## src/rtl/core/i2cm_pkg.sv

```systemverilog
// ---------------------------------------------------------------------------
// I2C master bit engine package
// Shared types and constants for the tick-driven I2C master engine.
// ---------------------------------------------------------------------------
package i2cm_pkg;

   // Sizes of the engine state
   localparam int DelayWidth   = 16;
   localparam int StretchWidth = 16;
   localparam int CountWidth   = 8;
   localparam int BitIdxWidth  = 4;
   localparam int ByteWidth    = 8;

   // Register file
   localparam int CsrDataWidth  = 16;
   localparam int CsrIndexWidth = 1;

   // Beat widths on the stream ports
   localparam int ReqDataWidth = 32;
   localparam int RspDataWidth = 16;

   // Register indexes
   localparam logic [CsrIndexWidth-1:0] CSR_PHASE_DELAY   = 1'd0;
   localparam logic [CsrIndexWidth-1:0] CSR_STRETCH_LIMIT = 1'd1;

   // Register reset values
   localparam logic [DelayWidth-1:0]   PHASE_DELAY_RESET   = 16'd5;
   localparam logic [StretchWidth-1:0] STRETCH_LIMIT_RESET = 16'd10000;

   // Bits per byte on the bus
   localparam logic [BitIdxWidth-1:0] BITS_PER_BYTE = 4'd8;

   // Bus phases
   typedef enum logic [4:0] {
      PH_IDLE,
      PH_ST_SDA,
      PH_ST_SCL,
      PH_WB_LOW,
      PH_WB_DATA,
      PH_WB_REL,
      PH_WB_WAIT,
      PH_WA_LOW,
      PH_WA_REL,
      PH_WA_WAIT,
      PH_WA_SAMPLE,
      PH_RB_REL,
      PH_RB_WAIT,
      PH_RB_SAMPLE,
      PH_RA_REL,
      PH_RA_WAIT,
      PH_RA_END,
      PH_SP_REL,
      PH_SP_WAIT,
      PH_SP_SDA_REL,
      PH_SP_DONE
   } phase_type;

   // Engine state held between ticks
   typedef struct packed {
      phase_type                phase;
      logic [DelayWidth-1:0]    delay_count;
      logic [StretchWidth-1:0]  stretch_count;
      logic [BitIdxWidth-1:0]   bit_index;
      logic [ByteWidth-1:0]     shift_reg;
      logic [CountWidth-1:0]    bytes_left;
      logic                     read_mode;
      logic                     scl_low;
      logic                     sda_low;
      logic                     nack_seen;
   } state_type;

   // Register file contents
   typedef struct packed {
      logic [DelayWidth-1:0]   phase_delay;
      logic [StretchWidth-1:0] stretch_limit;
   } cfg_type;

   // One input tick
   typedef struct packed {
      logic                  sda_level;
      logic                  scl_level;
      logic [ByteWidth-1:0]  tx_byte;
      logic [CountWidth-1:0] byte_count;
      logic [6:0]            slave_address;
      logic                  mode;
      logic                  cmd_valid;
   } tick_type;

   // One result beat
   typedef struct packed {
      logic                 success;
      logic                 done_res;
      logic                 rx_valid;
      logic [ByteWidth-1:0] rx_byte;
      logic                 tx_taken;
      logic                 busy_res;
      logic                 sda_drive_low;
      logic                 scl_drive_low;
   } result_type;

endpackage

```

## src/rtl/core/i2cm_step.sv

```systemverilog
// ---------------------------------------------------------------------------
// I2C master tick step
// Next-state and result logic for one tick of the bus engine.
// ---------------------------------------------------------------------------
module i2cm_step (
   input  i2cm_pkg::state_type  cur_state,
   input  i2cm_pkg::cfg_type    cfg,
   input  i2cm_pkg::tick_type   tick,
   output i2cm_pkg::state_type  nxt_state,
   output i2cm_pkg::result_type result
);
   import i2cm_pkg::*;

   logic [StretchWidth-1:0] stretch_inc;
   logic                    stretch_done;
   logic [BitIdxWidth-1:0]  bit_inc;
   logic [ByteWidth-1:0]    rx_shift;
   logic                    taken;
   logic                    rxv;
   logic                    done;
   logic                    ok;

   // Count one stretched sample; finish on SCL high or at the limit
   assign stretch_inc  = cur_state.stretch_count + 1'b1;
   assign stretch_done = tick.scl_level || (stretch_inc >= cfg.stretch_limit);
   assign bit_inc      = cur_state.bit_index + 1'b1;
   assign rx_shift     = {cur_state.shift_reg[ByteWidth-2:0], tick.sda_level};

   // Advance the bus phase
   always_comb begin
      nxt_state = cur_state;
      taken     = 1'b0;
      rxv       = 1'b0;
      done      = 1'b0;
      ok        = 1'b0;

      if (cur_state.delay_count != '0) begin
         nxt_state.delay_count = cur_state.delay_count - 1'b1;
      end else begin
         unique case (cur_state.phase)
            PH_IDLE: begin
               if (tick.cmd_valid) begin
                  nxt_state.read_mode   = tick.mode;
                  nxt_state.bytes_left  = tick.byte_count;
                  nxt_state.nack_seen   = 1'b0;
                  nxt_state.shift_reg   = {tick.slave_address, tick.mode};
                  nxt_state.bit_index   = '0;
                  nxt_state.scl_low     = 1'b0;
                  nxt_state.sda_low     = 1'b0;
                  nxt_state.delay_count = cfg.phase_delay;
                  nxt_state.phase       = PH_ST_SDA;
               end
            end
            PH_ST_SDA: begin
               nxt_state.sda_low     = 1'b1;
               nxt_state.delay_count = cfg.phase_delay;
               nxt_state.phase       = PH_ST_SCL;
            end
            PH_ST_SCL, PH_WB_LOW: begin
               nxt_state.scl_low     = 1'b1;
               nxt_state.delay_count = cfg.phase_delay;
               nxt_state.phase       = (cur_state.phase == PH_ST_SCL) ? PH_WB_LOW : PH_WB_DATA;
            end
            PH_WB_DATA: begin
               nxt_state.sda_low     = ~cur_state.shift_reg[ByteWidth-1];
               nxt_state.delay_count = cfg.phase_delay;
               nxt_state.phase       = PH_WB_REL;
            end
            PH_WB_REL, PH_WA_REL, PH_RB_REL, PH_RA_REL, PH_SP_REL: begin
               // Release SCL and start the stretch watch
               nxt_state.scl_low       = 1'b0;
               nxt_state.stretch_count = '0;
               case (cur_state.phase)
                  PH_WB_REL: nxt_state.phase = PH_WB_WAIT;
                  PH_WA_REL: nxt_state.phase = PH_WA_WAIT;
                  PH_RB_REL: nxt_state.phase = PH_RB_WAIT;
                  PH_RA_REL: nxt_state.phase = PH_RA_WAIT;
                  default:   nxt_state.phase = PH_SP_WAIT;
               endcase
            end
            PH_WB_WAIT: begin
               if (!tick.scl_level) nxt_state.stretch_count = stretch_inc;
               if (stretch_done) begin
                  nxt_state.shift_reg   = {cur_state.shift_reg[ByteWidth-2:0], 1'b0};
                  nxt_state.bit_index   = bit_inc;
                  nxt_state.delay_count = cfg.phase_delay;
                  nxt_state.phase       = (bit_inc >= BITS_PER_BYTE) ? PH_WA_LOW : PH_WB_LOW;
               end
            end
            PH_WA_WAIT, PH_RB_WAIT, PH_RA_WAIT, PH_SP_WAIT: begin
               if (!tick.scl_level) nxt_state.stretch_count = stretch_inc;
               if (stretch_done) begin
                  nxt_state.delay_count = cfg.phase_delay;
                  case (cur_state.phase)
                     PH_WA_WAIT: nxt_state.phase = PH_WA_SAMPLE;
                     PH_RB_WAIT: nxt_state.phase = PH_RB_SAMPLE;
                     PH_RA_WAIT: nxt_state.phase = PH_RA_END;
                     default:    nxt_state.phase = PH_SP_SDA_REL;
                  endcase
               end
            end
            PH_WA_LOW: begin
               nxt_state.scl_low     = 1'b1;
               nxt_state.sda_low     = 1'b0;
               nxt_state.delay_count = cfg.phase_delay;
               nxt_state.phase       = PH_WA_REL;
            end
            PH_WA_SAMPLE: begin
               nxt_state.scl_low     = 1'b1;
               nxt_state.delay_count = cfg.phase_delay;
               if (tick.sda_level || cur_state.bytes_left == '0) begin
                  // NACK or last byte: go to stop
                  if (tick.sda_level) nxt_state.nack_seen = 1'b1;
                  nxt_state.sda_low = 1'b1;
                  nxt_state.phase   = PH_SP_REL;
               end else if (cur_state.read_mode) begin
                  nxt_state.bytes_left = cur_state.bytes_left - 1'b1;
                  nxt_state.shift_reg  = '0;
                  nxt_state.bit_index  = '0;
                  nxt_state.sda_low    = 1'b0;
                  nxt_state.phase      = PH_RB_REL;
               end else begin
                  // Latch the next write byte
                  nxt_state.shift_reg  = tick.tx_byte;
                  taken                = 1'b1;
                  nxt_state.bytes_left = cur_state.bytes_left - 1'b1;
                  nxt_state.bit_index  = '0;
                  nxt_state.phase      = PH_WB_DATA;
               end
            end
            PH_RB_SAMPLE: begin
               nxt_state.shift_reg   = rx_shift;
               nxt_state.bit_index   = bit_inc;
               nxt_state.scl_low     = 1'b1;
               nxt_state.delay_count = cfg.phase_delay;
               if (bit_inc < BITS_PER_BYTE) begin
                  nxt_state.sda_low = 1'b0;
                  nxt_state.phase   = PH_RB_REL;
               end else begin
                  // Byte complete: ACK unless it was the last
                  rxv               = 1'b1;
                  nxt_state.sda_low = (cur_state.bytes_left != '0);
                  nxt_state.phase   = PH_RA_REL;
               end
            end
            PH_RA_END: begin
               nxt_state.scl_low     = 1'b1;
               nxt_state.delay_count = cfg.phase_delay;
               if (cur_state.bytes_left == '0) begin
                  nxt_state.sda_low = 1'b1;
                  nxt_state.phase   = PH_SP_REL;
               end else begin
                  nxt_state.bytes_left = cur_state.bytes_left - 1'b1;
                  nxt_state.shift_reg  = '0;
                  nxt_state.bit_index  = '0;
                  nxt_state.sda_low    = 1'b0;
                  nxt_state.phase      = PH_RB_REL;
               end
            end
            PH_SP_SDA_REL: begin
               nxt_state.sda_low     = 1'b0;
               nxt_state.delay_count = cfg.phase_delay;
               nxt_state.phase       = PH_SP_DONE;
            end
            PH_SP_DONE: begin
               done            = 1'b1;
               ok              = ~cur_state.nack_seen;
               nxt_state.phase = PH_IDLE;
            end
            default: begin
               // Unknown phase code: release the lines and go idle
               nxt_state.scl_low     = 1'b0;
               nxt_state.sda_low     = 1'b0;
               nxt_state.delay_count = '0;
               nxt_state.phase       = PH_IDLE;
            end
         endcase
      end
   end

   // Assemble the result beat from the state after this tick
   always_comb begin
      result.scl_drive_low = nxt_state.scl_low;
      result.sda_drive_low = nxt_state.sda_low;
      result.busy_res      = (nxt_state.phase != PH_IDLE);
      result.tx_taken      = taken;
      result.rx_byte       = rxv ? rx_shift : '0;
      result.rx_valid      = rxv;
      result.done_res      = done;
      result.success       = ok;
   end

endmodule

```

## src/rtl/core/i2c_master_bit_engine.sv

```systemverilog
// ---------------------------------------------------------------------------
// I2C master bit engine
// Tick-driven open-drain I2C master with seven-bit addressing.
// ---------------------------------------------------------------------------
//  Channel  Direction  Beat content
//  req_     in         one 1 us tick: command fields and sampled SCL/SDA
//  rsp_     out        line drives and status after that tick
//  csr_     in         register write (phase_delay, stretch_limit)
//
//  Each tick beat yields exactly one result beat, presented in the cycle after acceptance.
//  A tick is accepted every cycle while the result register is empty or
//  being drained; the bus phase register is updated in the same cycle.
//  A stall on rsp_ holds req_tready low until the result beat is taken.
//  Reset returns the engine to idle with both lines released.
// ---------------------------------------------------------------------------
module i2c_master_bit_engine (
   input  logic                                   clock,
   input  logic                                   reset,
   input  logic                                   req_tvalid,
   output logic                                   req_tready,
   // fields from bit 0: cmd_valid, mode, slave_address[7], byte_count[8],
   // tx_byte[8], scl_level, sda_level, zero fill
   input  logic [i2cm_pkg::ReqDataWidth-1:0]      req_tdata,
   output logic                                   rsp_tvalid,
   input  logic                                   rsp_tready,
   // fields from bit 0: scl_drive_low, sda_drive_low, busy_res, tx_taken,
   // rx_byte[8], rx_valid, done_res, success, zero fill
   output logic [i2cm_pkg::RspDataWidth-1:0]      rsp_tdata,
   input  logic                                   csr_we,
   input  logic [i2cm_pkg::CsrIndexWidth-1:0]     csr_index,
   input  logic [i2cm_pkg::CsrDataWidth-1:0]      csr_wdata
);
   import i2cm_pkg::*;

   localparam int TickBits   = $bits(tick_type);
   localparam int ResultBits = $bits(result_type);

   state_type  state_ff;
   state_type  state_in;
   cfg_type    cfg_ff;
   cfg_type    cfg_in;
   tick_type   tick;
   result_type result;
   result_type rsp_ff;
   logic       rsp_valid_ff;
   logic       rsp_valid_in;
   logic       req_beat;

   // Accept a tick whenever the result register is free this cycle
   assign req_tready = ~rsp_valid_ff | rsp_tready;
   assign req_beat   = req_tvalid & req_tready;
   assign tick       = tick_type'(req_tdata[TickBits-1:0]);

   i2cm_step u_step (
      .cur_state (state_ff),
      .cfg       (cfg_ff),
      .tick      (tick),
      .nxt_state (state_in),
      .result    (result)
   );

   // Decode register writes
   always_comb begin
      cfg_in = cfg_ff;
      if (csr_we) begin
         unique case (csr_index)
            CSR_PHASE_DELAY:   cfg_in.phase_delay   = csr_wdata;
            CSR_STRETCH_LIMIT: cfg_in.stretch_limit = csr_wdata;
            default:           cfg_in = cfg_ff;
         endcase
      end
   end

   // Hold the result until it is taken, refill on a new tick
   assign rsp_valid_in = req_beat | (rsp_valid_ff & ~rsp_tready);

   always_ff @(posedge clock) begin
      if (reset) begin
         state_ff.phase         <= PH_IDLE;
         state_ff.delay_count   <= '0;
         state_ff.stretch_count <= '0;
         state_ff.bit_index     <= '0;
         state_ff.shift_reg     <= '0;
         state_ff.bytes_left    <= '0;
         state_ff.read_mode     <= 1'b0;
         state_ff.scl_low       <= 1'b0;
         state_ff.sda_low       <= 1'b0;
         state_ff.nack_seen     <= 1'b0;
         cfg_ff.phase_delay     <= PHASE_DELAY_RESET;
         cfg_ff.stretch_limit   <= STRETCH_LIMIT_RESET;
         rsp_valid_ff           <= 1'b0;
      end else begin
         if (req_beat) state_ff <= state_in;
         cfg_ff       <= cfg_in;
         rsp_valid_ff <= rsp_valid_in;
      end
   end

   // Capture the result beat
   always_ff @(posedge clock) begin
      if (req_beat) rsp_ff <= result;
   end

   assign rsp_tvalid = rsp_valid_ff;
   assign rsp_tdata  = {{(RspDataWidth-ResultBits){1'b0}}, rsp_ff};

endmodule
```

## config.mk

```make
export PLATFORM = sky130hd
export DESIGN_NAME = i2c_master_bit_engine
export DESIGN_NICKNAME = d
export VERILOG_FILES = /design/src/rtl/core/i2cm_pkg.sv /design/src/rtl/core/i2cm_step.sv /design/src/rtl/core/i2c_master_bit_engine.sv
export SDC_FILE = /design/constraint.sdc
export NUM_CORES = 1
export LEC_CHECK = 0
export ABC_AREA = 1
export BUFFER_PORTS_ARGS = -buffer_cell sky130_fd_sc_hd__buf_2
export CAP_MARGIN = 20
export CORE_MARGIN = 4
export CORE_UTILIZATION = 65
export CTS_BUF_LIST = sky130_fd_sc_hd__clkbuf_2
export DETAILED_ROUTE_END_ITERATION = 6
export GPL_TIMING_DRIVEN = 0
export PLACE_DENSITY_LB_ADDON = 0.15
export SLEW_MARGIN = 5
export SYNTH_ARGS = -nofsm -noshare
export SYNTH_HDL_FRONTEND = slang
export SYNTH_SLANG_ARGS = --single-unit
```

## constraint.sdc

```tcl
create_clock -name clock -period 4.9 [get_ports clock]
set_clock_uncertainty 0.2 [all_clocks]
set_input_delay 1.47 -clock clock [delete_from_list [all_inputs] [get_ports clock]]
set_output_delay 1.47 -clock clock [all_outputs]
set_load 0.01 [all_outputs]
```

==> results.md, run 1 <==
* Status: finished with violations
* Violated checks: design-rule violations
* Asr flop ratio synth at 0
* Max Cap Viol at 0
* Final period util at 0.846
* TritonCTS clock tree: built
* Setup crit end kind: flop
* Avg Cell Area, Syn at ~6.8 um^2
* Seq/Total Area, Yosys at 0.363
* Critical Path Start: state_ff[24]
* Critical path type: flop to flop
* Share of post-route cells with drive strength above 1 at 0.140
* R2r startpoint: state_ff[24]
* Ant. Diodes at 0
* Detailed Route WL at between 15,000 and 20,000 um
* Port Buffers at 64
* Antenna Nets Post-Route at 0
* Worst hold start: cfg_ff[20]
* Total global routing track utilization at 0.284
* Setup Viol. Count Final at 0
* Mapped Nets at 1,027
* Post-DP HPWL at around 12,000 um
* CTS buffer count at 9
* CP Cell Sequence: ha_1, nand2_1, nor2_1, nand3_1, nor2_1, nand2_1, nor2_1, nand4_1, xnor2_1, ha_1, nand2_1, inv_1, o21ai_0, nand3_1, nor2_1, nand2_1, nor2_1, o21ai_2, nand2_2, buf_2, nand2_1, nand2_1, a21oi_2
* Largest net degree at the start of global routing at 25
* Most frequent cells in the layout: nand2_1, inv_1, nor2_1
* YS warnings at 0
* Die width at ~110 um
* Hold_buf cts at 0
* DRC viols at 2
* Core Region at a little under 0.01 mm^2
* WL per Instance at ~14 um
* Total negative setup slack at 0 ps
* # nets final at ~1.1k
* Leakage power at about 3.3 nW
* Vias per inst at 5.33
* PwrDens at about 240 mW/mm^2
* RSZ-0062 raised after global routing: no
* Final Hold Vio Count at 0
* Resized cells post-CTS at 0
* Data required, critical path at around 5200 ps
* Total gr overflow at 0
* Commonest non-fill, non-tap cell in the layout: nand2_1
* # IOs at approximately 70
* Slew headroom at 0.582
* Die Footprint at between 0.01 and 0.015 mm^2
* Critical-path top delay cell: dfxtp_1
* Initial Utilization at 0.664
* CTS sink cnt at between 100 and 150
* Vias in the first global route at ~5.7k
* Die height at roughly 110 um
* Clock Path Buffers at 2
* GPL Wtd Cong at 1.01
* Vias post-DR at 6,216
* DRT Pass-1 Iters at 7
* Row count at 36
* Min Tclk post-route at approximately 4100 ps
* CP max stage delay at ~480 ps
* Clk slew on worst S/H paths at around 280 ps
* Footprint of the multi-input gates at roughly 0.0034 mm^2
* Most frequent CP cell: nand2_1
* Worst slew pin tran at around 620 ps
* Smallest hold slack at roughly 280 ps
* Most used flip-flop cell after synthesis: dfxtp_1
* PnR worst setup slack at 753 ps
* Synthesized flop and latch total at roughly 110
* Clock Latency Late Sink at approximately 650 ps
* Register Area at approximately 0.0023 mm^2
* Worst Path Max Fanout at 10
* CP Launch Type: flop
* P&R area growth vs syn at 9.47%
* First-pass GRT wire length at approximately 27,000 um
* Post-CTS Setup Inserts at 0
* DP Worst Slack at slightly below 1000 ps
* Post-synth EDFFs at 15
* Slew Limit Fails at 0
* Root Buffer: clkbuf_2
* Post-Syn Area at around 0.0064 mm^2
* Hold crit path type: flop to flop
* Max H-tree Level at 3
* Worst vdd ir at between 0.00015 and 0.0002 V
* Cells after Synth at approximately 950
* FILL cells at 869
* Unique masters post-synth at 40
* Fmax at 241 MHz
* Initial antenna violation count at 0
* WP data arrival at between 4000 and 5000 ps
* DR iter-0 viols at between 300 and 400
-- worst max-delay path, delay by kind of cell (launching register included) --
family / cells / cell delay (ps)
AND/OR/NAND/NOR: 15 / 2170
flip-flops: 1 / 480
adder cells (fa/ha/maj): 2 / 470
buffers and inverters: 2 / 310
XOR/XNOR: 1 / 230
AO/OA/AOI/OAI: 3 / 220
-- layout make-up --
| class | instances | share of cell area |
|---|---|---|
| Inverter | 144 | 0.0775 |
| Buffer | 29 | 0.0213 |
| Tap cell | 133 | 0.0236 |
| Sequential cell | 109 | 0.331 |
| Multi-Input combinational cell | 671 | 0.484 |
| Clock inverter | 6 | 0.0103 |
| Timing Repair Buffer | 64 | 0.0455 |
| Clock buffer | 10 | 0.00711 |
-- path summary, 6_finish.rpt --
path,depth (start not counted),slack [ps],endpoint
setup / recovery,23,750,state_ff[46]
setup reg to reg,23,750,state_ff[46]
hold / removal,2,280,cfg_ff[20]
hold reg to reg,2,280,cfg_ff[20]
-- per-layer routing --
layer,routed length (um),share of wire,global-route usage
met5,0,0,0
met4,166,0.010,0.0586
met3,1060,0.066,0.0600
met2,7760,0.48,0.486
met1,7070,0.44,0.371
-- synthesized netlist by cell type (all sizes together), types with 2 or more instances --
master  count  area [um^2]
nor3       23          120
nor2      143          607
clkinv      3         16.3
dfxtp      94         1880
buf         9         75.1
inv       141          529
xnor2       8         70.1
edfxtp     15          450
ha         20          250
nand3      60          348
nor4        2         12.5
xor2       18          158
o21ai      60          308
nand4      17          106
a21oi      72          375
clkbuf     20         75.1
a31oi       3         18.8
nor3b       2         15.0
o211ai     16          120
nand2     221          857
-- report_power, final --
part	internal, W	switching, W
sequential	0.000951	0.0000188
combinational	0.000108	0.000195
clock	0.000126	0.000315
-- stage by stage --
step           power (W)  cells  cell area, um^2  utilization
5_1_grt          0.00180   1166             7040        0.727
3_3_place_gp     0.00128   1150             6920        0.715
4_1_cts          0.00172   1166             7040        0.727
2_1_floorplan    0.00120    953             6430            -
6_report         0.00171   1166             7040        0.727
3_5_place_dp     0.00129   1150             6920        0.715
-- kinds of logic (layout without fill, tap and decap cells) --
group	after synthesis	count (layout)	synth area share
AND/OR/NAND/NOR	470	470	0.323
buffers and inverters	173	253	0.108
AO/OA/AOI/OAI	154	154	0.131
flip-flops	109	109	0.363
XOR/XNOR	26	26	0.0354
adder cells (fa/ha/maj)	20	20	0.0389
other	1	1	0.000583
-- flip-flops by register name, indices dropped and copies added (netlist names) --
name / cells
cfg_ff: 32
rsp_tvalid: 1
state_ff: 61
rsp_tdata: 15
(Power assumes the default switching activity.)
==> inputs of run 2 (changes only) <==
CORE_UTILIZATION = 61   (was 65)
clock period = 3.82 ns   (was 4.9 ns; I/O delays follow)
==> run 2 against run 1 <==
  * The flow now finishes without violations
  * Global-route usage fell by 1.8 points
  * Routed wire length fell by 0.24%
  * Register-to-register slack got worse by 540 ps
  * Largest cell class unchanged
  * Combinational power rose by 29%
  * Count of clock-buffer cells in the layout fell by 1
  * Worst setup slack got worse by 540 ps
  * Critical path depth fell by 1
  * Highest routed layer unchanged
  * Worst hold slack got worse by 1.3 ps
  * Critical path type unchanged
  * Sequential cell count did not move
==> results.md, run 2 (same netlist as run 1, synthesis figures left out) <==
* Clock Path Buffers at 2 (unchanged)
* CP Launch Type: flop
* Total gr overflow at 0 (unchanged)
* Slew Limit Fails at 0 (unchanged)
* Die Footprint at 0.0123 mm^2 (+6.1%)
* CTS sink cnt at 109 (unchanged)
* Clock Latency Late Sink at 660 ps (about the same)
* DR iter-0 viols at 503 (+41%)
* Largest net degree at the start of global routing at 25 (unchanged)
* Setup crit end kind: flop
* Non-filler cells, final at 1,171 (+0.43%)
* Critical path type: flop to flop
* Initial antenna violation count at 0 (unchanged)
* Root Buffer: clkbuf_2
* Final period util at 0.945 (+0.0984)
* Commonest non-fill, non-tap cell in the layout: nand2_1
* Final core utilization at 0.695 (-0.0319)
* Hold crit path type: flop to flop
* PwrDens at 309 mW/mm^2 (+27%)
* P&R area growth vs syn at 11.1%
* Ant. Diodes at 0 (unchanged)
* Fmax at 277 MHz (+15%)
* Status: completed
* First-pass GRT wire length at 27,100 um (+2.1%)
* FILL cells at 916 (+5.4%)
* Largest register FFs at 61 (unchanged)
* Antenna Nets Post-Route at 0 (unchanged)
* Largest Register: state_ff
* WP data arrival at 3980 ps (-510 ps)
* Data required, critical path at 4190 ps (-1050 ps)
* TritonCTS clock tree: built
* Total power at 0.00221 W (+29%)
* R2r startpoint: state_ff[24]
* Max Cap Viol at 0 (unchanged)
* Worst slew pin tran at 618 ps (-5.91 ps)
* Die height at 111 um (+3.0%)
* Placed cell count at 1,153 (+0.26%)
* Core Region at 0.0103 mm^2 (+6.1%)
* Most frequent cells in the layout: nand2_1, inv_1, nor2_1
* DRT Pass-1 Iters at 5 (-2)
* Setup Viol. Count Final at 0 (unchanged)
* Hold_buf cts at 0 (unchanged)
* Initial Utilization at 0.626 (-0.0383)
* Detailed Route WL at 16,000 um (-0.24%)
* Worst hold start: cfg_ff[26]
* Share of post-route cells with drive strength above 1 at 0.156 (+0.0152)
* Max H-tree Level at 3 (unchanged)
* Vias in the first global route at 5,728 (-0.24%)
* Leakage power at 3.29 nW (+0.99%)
* Die width at 111 um (+3.0%)
* GPL Wtd Cong at 0.938 (-7.1%)
* Clk slew on worst S/H paths at 310 ps (+30 ps)
* Worst vdd ir at 0.000224 V (+18%)
* Total negative setup slack at 0 ps (unchanged)
* Min Tclk post-route at 3610 ps (-538 ps)
* CTS buffer count at 9 (unchanged)
* Vias post-DR at 6,212 (-0.064%)
* WL per Instance at 13.7 um (-0.66%)
* Critical Path Start: state_ff[24]
* Worst Path Max Fanout at 10 (unchanged)
* DRC viols at 0 (-2)
* Final Hold Vio Count at 0 (unchanged)
* # nets final at 1,104 (+0.18%)
* Post-DP HPWL at 12,300 um (-0.53%)
* Vias per inst at 5.30 (-0.49%)
* # IOs at 72 (unchanged)
* Slew headroom at 0.586 (+0.00395)
* Row count at 37 (+2.8%)
* Smallest hold slack at 276 ps (-1.27 ps)
* Port Buffers at 64 (unchanged)
* Total global routing track utilization at 0.266 (-0.0184)
run 2: timing repair:
| item | 4_1_cts | 5_1_grt |
|---|---|---|
| setup endpoints to repair | 15 | 33 |
| pin swaps | 0 | 1 |
| buffers inserted | 0 | 2 |
| resized for setup | 3 | 19 |
run 2: area by class of cell:
| class | instances | area (um^2) | area share |
|---|---|---|---|
| multi-input combinational | 671 | 3480 | 0.487 |
| tap | 136 | 170 | 0.0238 |
| clock inverter | 7 | 81.3 | 0.0114 |
| sequential | 109 | 2340 | 0.327 |
| clock buffer | 9 | 45.0 | 0.00630 |
| inverter | 144 | 546 | 0.0763 |
| buffer | 29 | 153 | 0.0214 |
| timing repair buffer | 66 | 335 | 0.0469 |
run 2: stage by stage:
stage,worst slack [ps],cell area (um^2)
after global routing,-72.6,7150
after global placement,-81.3,6920
after CTS,57.2,7060
after detailed placement,-105,6920
final,211,7150
after floorplan,601,6430
run 2: power breakdown:
part / internal (W) / total [W] / switching, W
sequential: 0.00122 / 0.00124 / 0.0000242
combinational: 0.000141 / 0.000391 / 0.000249
clock: 0.000163 / 0.000575 / 0.000411
total: 0.00152 / 0.00221 / 0.000685
run 2: final timing paths:
check / end / slack, ps / depth (start not counted)
setup / recovery: state_ff[47] / 210 / 22
setup reg to reg: state_ff[47] / 210 / 22
hold / removal: cfg_ff[26] / 280 / 2
hold reg to reg: cfg_ff[26] / 280 / 2
run 2: critical path: stages (launching register included):
cell	delay, ps
dfxtp_4	430
ha_1	170
nand2_1	60
nor2_1	150
nand3_1	140
nor2_1	140
nand2_1	110
nor2_2	160
nand4_1	150
xnor2_2	180
ha_1	280
nand2_1	40
inv_1	60
nand3_1	110
nor2_2	170
nand2_2	110
nand2_4	110
nor2_4	50
o21ai_2	160
nand2_2	120
buf_6	190
nor3_1	190
nor2_1	50
run 2: per-layer routing:
layer	vias up	wire length [um]	track usage
met5	-	0	0
met4	0	414	0.0977
met3	37	862	0.0611
met2	169	7390	0.419
met1	2793	7350	0.356
li1	3213	-	-
==> inputs of run 3 (changes only) <==
BUFFER_PORTS_ARGS = -buffer_cell sky130_fd_sc_hd__buf_4   (was -buffer_cell sky130_fd_sc_hd__buf_2)
==> run 3 against run 2 <==
  * Non-clock buffer count unchanged
  * Largest power group unchanged
  * Maximum frequency down 0.42%
  * Largest cell class unchanged
  * Worst hold slack better by 3.9 ps
==> results.md, run 3 (same netlist as run 1, synthesis figures left out) <==
* Status: completed
* Detailed Route WL at 16,300 um (+1.6%)
* Ant. Diodes at 0 (unchanged)
* Clk slew on worst S/H paths at 300 ps (about the same)
* Max H-tree Level at 3 (unchanged)
* Setup crit end kind: flop
* Initial Utilization at 0.626 (unchanged)
* Core Region at 0.0103 mm^2 (unchanged)
* Gate power share at 0.187 (+0.010)
* Leakage power at 3.34 nW (+1.4%)
* GPL Wtd Cong at 0.944 (+0.66%)
* Initial antenna violation count at 0 (unchanged)
* Worst Path Max Fanout at 10 (unchanged)
* Setup Viol. Count Final at 0 (unchanged)
* Largest Register: state_ff
* Design area at 0.00729 mm^2 (+2.0%)
* Clock Path Buffers at 2 (unchanged)
* Root Buffer: clkbuf_2
* TritonCTS clock tree: built
* CP top delay family: simple AND/OR/NAND/NOR gates
* Post-DP HPWL at 12,500 um (+1.5%)
* Share of post-route cells with drive strength above 1 at 0.157 (+0.000966)
* Min Tclk post-route at 3620 ps (+15.2 ps)
* PwrDens at 302 mW/mm^2 (-2.4%)
* Max Cap Viol at 0 (unchanged)
* Slew headroom at 0.583 (-0.00368)
* Critical path type: flop to flop
* NetSw at 0.000665 W (-3.0%)
* # nets final at 1,104 (unchanged)
* Total global routing track utilization at 0.264 (-0.00128)
* DRT Pass-1 Iters at 5 (unchanged)
* Final period util at 0.949 (+0.00398)
* Most frequent CP cell: nor2_2
* Data required, critical path at 4180 ps (about the same)
* Post-DP Area at 0.00708 mm^2 (+2.3%)
* CTS buffer count at 9 (unchanged)
* First-pass GRT wire length at 26,900 um (-0.76%)
* Row count at 37 (unchanged)
* DR iter-0 viols at 382 (-24%)
* CTS sink cnt at 109 (unchanged)
* WP data arrival at 3980 ps (about the same)
* Die width at 111 um (unchanged)
* Most frequent cells in the layout: nand2_1, inv_1, nor2_1
* Commonest non-fill, non-tap cell in the layout: nand2_1
* P&R area growth vs syn at 13.3%
* Final core utilization at 0.709 (+0.0136)
* Fmax at 276 MHz (-0.42%)
* Clock network power share at 0.248 (-0.012)
* DRC viols at 0 (unchanged)
* Largest register FFs at 61 (unchanged)
* Buf/Inv on CP at 2 (unchanged)
* Clock Latency Late Sink at 630 ps (-30 ps)
* Sw frac at 0.302 (-0.00780)
* Slew Limit Fails at 0 (unchanged)
* Largest net degree at the start of global routing at 25 (unchanged)
* Hold crit path type: flop to flop
* CP max stage delay at 410 ps (-20 ps)
* Sequential power share at 0.566 (+0.003)
* Vias in the first global route at 5,703 (-0.44%)
* Port Buffers at 64 (unchanged)
* Total gr overflow at 0 (unchanged)
* Vias per inst at 5.29 (-0.23%)
* Vias post-DR at 6,198 (-0.23%)
* Worst vdd ir at 0.000272 V (+22%)
* Int Pwr at 0.00153 W (+0.65%)
* Die height at 111 um (unchanged)
* Antenna Nets Post-Route at 0 (unchanged)
* # IOs at 72 (unchanged)
* WL per Instance at 13.9 um (+1.6%)
* Die Footprint at 0.0123 mm^2 (unchanged)
* Critical-path top delay cell: dfxtp_4
* Worst slew pin tran at 624 ps (+5.50 ps)
* CP Cell Sequence: ha_1, nand2_1, nor2_2, nand3_1, nor2_2, nand2_2, nor2_4, nand4_1, xnor2_2, ha_1, nand2_1, inv_1, nand3_1, a21oi_2, nor2_4, nand2_4, nor2_2, o21ai_2, nand2_2, buf_6, nor3_1, nor2_1
* Final Hold Vio Count at 0 (unchanged)
* CP Launch Type: flop
-- run 3: cell count changes in the layout (fill, tap and decap cells not counted), moves of 2 or more --
cell      before  now
buf_2         66    2
buf_4          5   68
clkinv_4       3    1
nand3_4        3    1
nor2_1       123  121
nor2_2        12   14
-- run 3: through the flow --
stage                     setup WS (ps)  hold slack, ps  TNS (ps)  cells  total power (W)
after global placement             -101             243      -967   1153          0.00166
after floorplan                     601             230         0    953          0.00154
after global routing              -45.1             302      -299   1171          0.00232
final                               196             280         0   1171          0.00220
after CTS                          8.49             279         0   1169          0.00220
after detailed placement           -151             250     -1510   1153          0.00167
-- run 3: layout make-up --
| class | instances | area [um^2] |
|---|---|---|
| multi-input cells | 671 | 3470 |
| fillers | 905 | 2990 |
| flip-flops and latches | 109 | 2340 |
| inverters | 144 | 546 |
| repair buffers | 66 | 495 |
| well taps | 136 | 170 |
| plain buffers | 29 | 156 |
| clock inverters | 6 | 61.3 |
| clock buffers | 10 | 50.0 |
-- run 3: worst register-to-register path: stages (launching register included) --
cell	delay, ps
dfxtp_4	410
ha_1	170
nand2_1	70
nor2_2	110
nand3_1	150
nor2_2	140
nand2_2	90
nor2_4	150
nand4_1	170
xnor2_2	180
ha_1	270
nand2_1	40
inv_1	70
nand3_1	130
a21oi_2	200
nor2_4	80
nand2_4	100
nor2_2	70
o21ai_2	190
nand2_2	130
buf_6	190
nor3_1	210
nor2_1	60
-- run 3: path summary, 6_finish.rpt --
kind,cells after the start,endpoint,from,slack [ps]
max,22,state_ff[44],state_ff[24],200
min,2,cfg_ff[24],cfg_ff[24],280
max reg2reg,22,state_ff[44],state_ff[24],200
min reg2reg,2,cfg_ff[24],cfg_ff[24],280
-- run 3: repair_timing --
item | CTS | global route
endpoints found under the setup margin | 16 | 33
pin swaps | 0 | 4
gates resized for setup | 3 | 20
gates cloned | 0 | 0
buffers inserted | 0 | 2
hold buffers | 0 | 0
-- run 3: routing by layer --
| layer | track usage | wire length, um |
|---|---|---|
| met3 | 0.0666 | 862 |
| met1 | 0.352 | 7470 |
| met5 | 0 | 0 |
| met2 | 0.423 | 7620 |
| met4 | 0.0821 | 323 |
-- run 3: power groups by stage --
stage	clock, W	sequential, W	combinational (W)
2_1_floorplan	0	0.00127	0.000274
3_3_place_gp	0	0.00126	0.000394
3_5_place_dp	0	0.00127	0.000400
4_1_cts	0.000558	0.00124	0.000402
5_1_grt	0.000609	0.00125	0.000462
6_report	0.000545	0.00124	0.000410
